--- config.mk ---
export PLATFORM = sky130hd
export DESIGN_NAME = nspsm_axis
export DESIGN_NICKNAME = d
export VERILOG_FILES = /design/src/rtl/core/nspsm_pkg.sv /design/src/rtl/core/nspsm_axis.sv
export SDC_FILE = /design/constraint.sdc
export NUM_CORES = 1
export LEC_CHECK = 0
export ABC_AREA = 1
export BUFFER_PORTS_ARGS = -buffer_cell sky130_fd_sc_hd__buf_2
export CAP_MARGIN = 20
export CORE_ASPECT_RATIO = 1.75
export CORE_UTILIZATION = 29
export DETAILED_ROUTE_END_ITERATION = 8
export GPL_TIMING_DRIVEN = 0
export PLACE_DENSITY_LB_ADDON = 0.15
export SYNTH_ARGS = -nofsm -noshare
export SYNTH_HDL_FRONTEND = slang
export SYNTH_SLANG_ARGS = --single-unit
--- constraint.sdc ---
create_clock -name i_clk -period 12.73 [get_ports i_clk]
set_clock_uncertainty 0.1 [all_clocks]
set_input_delay 2.546 -clock i_clk [delete_from_list [all_inputs] [get_ports i_clk]]
set_output_delay 2.546 -clock i_clk [all_outputs]
set_load 0.02 [all_outputs]
--- src/rtl/core/nspsm_pkg.sv ---
// Types, register codes and helper functions for the nine-slice source map.
package nspsm_pkg;

    localparam int PosW   = 12;
    localparam int SizeW  = 13;
    localparam int CfgW   = 4;
    localparam int CoordW = 7;
    localparam int IdxW   = 14;

    // Configuration register indexes (byte address = 4 * index)
    typedef enum logic [2:0] {
        REG_EDGE_COLS  = 3'd0,
        REG_FILL_COLS  = 3'd1,
        REG_INNER_COLS = 3'd2,
        REG_EDGE_ROWS  = 3'd3,
        REG_FILL_ROWS  = 3'd4,
        REG_INNER_ROWS = 3'd5
    } t_reg_idx;

    // Segment widths of one axis
    typedef struct packed {
        logic [CfgW-1:0] edge_len;
        logic [CfgW-1:0] fill_len;
        logic [CfgW-1:0] inner_len;
    } t_axis_cfg;

    // Mapped bitmap coordinate of one axis plus its range check
    typedef struct packed {
        logic              ok;
        logic [CoordW-1:0] coord;
    } t_axis_res;

    // Four restoring steps of r mod f, trial shifts hi down to hi-3
    function automatic logic [PosW-1:0] rem_steps(input logic [PosW-1:0] r_in,
                                                  input logic [CfgW-1:0] f,
                                                  input int hi);
        logic [PosW-1:0] r;
        logic [15:0]     sub;
        r = r_in;
        for (int j = 0; j < 4; j++) begin
            sub = 16'(f) << (hi - j);
            if ({4'b0, r} >= sub) begin
                r = r - sub[PosW-1:0];
            end
        end
        return r;
    endfunction

endpackage

--- src/rtl/core/nspsm_axis.sv ---
// One axis of the nine-slice map: segment decode, pipelined tiling remainder.
module nspsm_axis #(
    parameter int MAX_SIDE = 4096
) (
    input  logic                                 i_clk,
    input  logic [3:0]                           i_en,
    input  logic [nspsm_pkg::PosW-1:0]           i_pos,
    input  logic [nspsm_pkg::SizeW-1:0]          i_size,
    input  nspsm_pkg::t_axis_cfg                 i_cfg,
    output nspsm_pkg::t_axis_res                 o_res
);

    localparam logic [16:0] MaxSide = 17'(MAX_SIDE);

    logic [3:0]  w_e, w_f, w_in;
    logic [6:0]  w_min_side;
    logic [11:0] w_half;
    logic [4:0]  w_e_in;
    logic [11:0] w_s;
    logic [12:0] w_s_in;
    logic [12:0] w_se;
    logic [12:0] w_pos;
    logic [6:0]  w_base2;
    logic [12:0] w_diff;
    logic [11:0] n_rem;
    logic [6:0]  n_base;
    logic        n_ok;
    logic [11:0] w_rem_last;

    logic [11:0] r_s1_rem, r_s2_rem, r_s3_rem;
    logic [6:0]  r_s1_base, r_s2_base, r_s3_base;
    logic        r_s1_ok, r_s2_ok, r_s3_ok;
    logic [6:0]  r_s4_coord;
    logic        r_s4_ok;

    assign w_e  = i_cfg.edge_len;
    assign w_f  = i_cfg.fill_len;
    assign w_in = i_cfg.inner_len;

    // Segment bounds: first fill ends at max(size/2 - inner, edge)
    assign w_min_side = {2'b0, w_e, 1'b0} + {2'b0, w_f, 1'b0} + {3'b0, w_in};
    assign w_half     = i_size[12:1];
    assign w_e_in     = {1'b0, w_e} + {1'b0, w_in};
    assign w_s        = (w_half > {7'b0, w_e_in}) ? (w_half - {8'b0, w_in}) : {8'b0, w_e};
    assign w_s_in     = {1'b0, w_s} + {9'b0, w_in};
    assign w_se       = i_size - {9'b0, w_e};
    assign w_pos      = {1'b0, i_pos};
    assign w_base2    = (w_in != '0) ? ({3'b0, w_e} + {3'b0, w_f} + {3'b0, w_in})
                                     : {3'b0, w_e};

    // Pick segment: fixed segments give the coordinate, fills give an offset to reduce
    always_comb begin
        n_rem  = '0;
        n_base = '0;
        w_diff = '0;
        if (w_pos < {9'b0, w_e}) begin
            n_base = i_pos[6:0];
        end else if (w_pos < {1'b0, w_s}) begin
            w_diff = w_pos - {9'b0, w_e};
            n_base = {3'b0, w_e};
            n_rem  = w_diff[11:0];
        end else if (w_pos < w_s_in) begin
            w_diff = w_pos - {1'b0, w_s};
            n_base = {3'b0, w_e} + {3'b0, w_f} + w_diff[6:0];
        end else if (w_pos < w_se) begin
            w_diff = w_pos - w_s_in;
            n_base = w_base2;
            n_rem  = w_diff[11:0];
        end else begin
            w_diff = w_pos - w_se;
            n_base = w_base2 + {3'b0, w_f} + w_diff[6:0];
        end
        // zero fill width: every fill pixel takes offset zero
        if (w_f == '0) begin
            n_rem = '0;
        end
    end

    assign n_ok = ({4'b0, i_size} <= MaxSide) && (i_size >= {6'b0, w_min_side})
               && (w_pos < i_size);

    assign w_rem_last = nspsm_pkg::rem_steps(r_s3_rem, w_f, 3);

    // Stage registers: decode, then three slices of the remainder
    always_ff @(posedge i_clk) begin
        if (i_en[0]) begin
            r_s1_rem  <= n_rem;
            r_s1_base <= n_base;
            r_s1_ok   <= n_ok;
        end
        if (i_en[1]) begin
            r_s2_rem  <= nspsm_pkg::rem_steps(r_s1_rem, w_f, 11);
            r_s2_base <= r_s1_base;
            r_s2_ok   <= r_s1_ok;
        end
        if (i_en[2]) begin
            r_s3_rem  <= nspsm_pkg::rem_steps(r_s2_rem, w_f, 7);
            r_s3_base <= r_s2_base;
            r_s3_ok   <= r_s2_ok;
        end
        if (i_en[3]) begin
            r_s4_coord <= r_s3_base + {3'b0, w_rem_last[3:0]};
            r_s4_ok    <= r_s3_ok;
        end
    end

    assign o_res.ok    = r_s4_ok;
    assign o_res.coord = r_s4_coord;

endmodule

==> out/metrics.cfg <==
[clock_tree]
ctsLongestPathBuffers=2
post-cts-setup-buffer-count=0
clk_root_buffer_cell=clkbuf_16
clk_pin_slew_ps=50
htreeDepth=3
cts_num_sinks=68
tritoncts_buffer_count=9
worst_skew_pair.late_latency_ps=340
tritoncts=yes
cts_hold_buffers=0
cts_resized=0

[place]
place.gp.congestion=0.8644
pre_cts_slack_ps=1086
numPortBuffers=49
placement.cell_area_um2=11130
post-place-cells=1911
detailed_place_hpwl_um=26210

[synthesis]
fraction_of_the_mapped_netlist_area_in_compound_gates_pct=9.871
synth.lib_cells_used.distinct=49
avgSynthCellArea_um2=7.376
yosys_warnings=0
postSynthCellCount=1397
synthSimpleGateAreaFrac_pct=27.79
synth_enable_flop_cells=68
ys.flop_type=edfxtp_1
synth_xor_area_share_pct=7.394
synth.yosys.seq_area_share_pct=19.82
synth-seq-cells=68
async_flop_share_pct=0
share_of_cell_area_taken_by_muxes_after_synthesis_pct=0.2186
synth_nets=1627
post_synth_instance_area_um2=10300
synth-adder-area-share_pct=25.67
synth_top_family_by_area=simple AND/OR/NAND/NOR gates

[sta]
fmax_mhz=89.48
grt_setup_unrepaired=false
hold_ws_ps=318.7
fin_ws_ps=1554
timing_max_transition_violations_final=0
finalWorstPathRequiredPeriod_ps=11180
accumulated_negative_setup_slack_ps=0
final_hold_viol_count=0
final-setup-viol-count=0
timing_worst_slew_pin_value_ps=1104
slew_headroom_pct=25.71
post-route-period-util_pct=87.79

[route]
post_drt_wl_per_cell_um=15.72
drtPass1Iterations=4
drt-initial-drc-count=312
dr_total_vias=9024
drt.antenna.violating_nets=0
remaining_drc_errors=0
finalWirelength_um=30270
via_per_inst=4.685

[pwr]
switching_component_of_the_power_mw=1.288
final_power_mw=2.438
share_comb_of_total_power_pct=74.8
max-vdd-ir-drop_uv=90.55
power_per_cell_area_nw_per_um2=213.6
p_sw_share_pct=52.83
power.static_leakage_nw=5.564
power_report.internal_total_mw=1.150
seq_power_share_pct=15.4
clock_power_share_pct=9.8

[floorplan]
number_of_rows_created_at_floorplan=91
die_width_um=144.5
core_area_um2=35070
die_y_um=251.4
design.die.area_um2=36320
start_util_pct=29.38
ioPinCount=50

[worst_setup_path]
worst_path_largest_cell_delay_ps=570
critical-path-top-cell-by-count=nand2_1
arrival_ps=11160
timing.setup.critical_path_class=input pin to flip-flop
critical_path.reg2reg.startpoint=r_s3_rem[6]$_DFFE_PP_
critical_path.startpoint=i_cfg[5]
data_required_time_at_the_worst_endpoint_ps=12720
critPathMaxFanout=17
r2r_slack_ps=4280
worstSetupStartpointType=input pin
crit_path_end_kind=flip-flop
crit_path_top_delay_cell=inv_1

[run_status]
status=finished, final reports clean

[run]
max_cap_violations=0

[global_routing]
grt_max_degree=21
grt_antenna_before_repair=0
via_count_of_the_first_global_routing_pass=9600
grt_first_pass_wirelength_um=47970
grt_usage_pct=17.59
grt.overflow.total=0

[final_layout]
final_layout_size_suffix_gt1_share_pct=9.582
layout.cells.most_common=nand2_1
final_core_util_pct=32.55
post_layout_nonfiller_instances=1926
final_cell_mix=nand2_1 (295), inv_1 (225), ha_1 (149), nor2_1 (129), nand3_1 (88)
final_area_um2=11410
num-nets-final=1687
antenna_cells_inserted=0
syn2layout_area_growth_pct=10.77

[min_path]
worst_hold_startpoint=r_s1_base[6]$_DFFE_PP_
hold_path_class=flip-flop to flip-flop

==> cell families after synthesis <==
logic type	Yosys count
AND/OR/NAND/NOR	622
buffers and inverters	245
adder cells (fa/ha/maj)	188
AO/OA/AOI/OAI	185
XOR/XNOR	87
flip-flops	68
multiplexers	2
==> layout make-up <==
| cell class | instances | area (um^2) |
|---|---|---|
| fill | 3926 | 23650 |
| clock buffer | 10 | 229.0 |
| buffer | 9 | 66.31 |
| inverter | 236 | 885.9 |
| clock inverter | 5 | 53.80 |
| timing repair buffer | 49 | 245.2 |
| sequential | 68 | 2042 |
| tap | 465 | 581.8 |
| multi-input combinational | 1084 | 7311 |
==> layer usage <==
layer / share of wire, % / global-route usage [%] / vias up
met3: 1.3 / 1.295 / 59
met5: 0 / 0 / -
met1: 34 / 15.33 / 4136
met4: 4.9 / 9.353 / 0
li1: - / - / 4703
met2: 60 / 37.42 / 126
==> sequential cells by signal (all words and copies together) (netlist names) <==
signal and count:
r_s2_base 7, r_s4_ok 1, r_s2_ok 1, r_s1_rem 12
r_s3_ok 1, r_s3_rem 12, r_s4_coord 7, r_s1_base 7
r_s1_ok 1, r_s3_base 7, r_s2_rem 12
==> final timing paths <==
check,endpoint,depth (start not counted)
setup / recovery,r_s4_coord[6]$_DFFE_PP_,49
hold / removal,r_s2_base[6]$_DFFE_PP_,0
setup reg to reg,r_s4_coord[6]$_DFFE_PP_,49
hold reg to reg,r_s2_base[6]$_DFFE_PP_,0
==> synth_stat cells, types with 8 or more instances <==
library cell  number  share of area [%]
nand2_1          295                 11
nand4_1           18                1.1
inv_1            225                8.2
fa_1              39                7.6
ha_1             149                 18
a21oi_1           79                3.8
or2_2              8               0.49
a211oi_1          10               0.73
nand2_2           18                1.1
edfxtp_1          68                 20
nor2_1           129                4.7
nor2_4             9               0.98
o21ai_0           67                3.3
inv_2             10               0.36
nand3_1           88                4.3
xor2_1            59                5.0
xnor2_1           28                2.4
a31oi_1            9               0.55
nor3_1            20               0.97
==> power by group through the flow <==
stage / Clock [mW] / Combinational [mW] / Sequential [mW]
after floorplan: 0 / 1.43 / 0.378
after global placement: 0 / 1.83 / 0.381
after detailed placement: 0 / 1.85 / 0.382
after CTS: 0.246 / 1.85 / 0.378
after global routing: 0.255 / 2.09 / 0.382
final: 0.240 / 1.82 / 0.376
==> worst max-delay path, delay by kind of cell <==
family | cells | cell delay [ps]
buf+inv | 8 | 1620
simple gates | 27 | 3070
xor+xnor | 1 | 140
fa+ha+maj | 6 | 2090
compound gates | 7 | 1640
No activity file was read; power rests on OpenSTA's default activity.
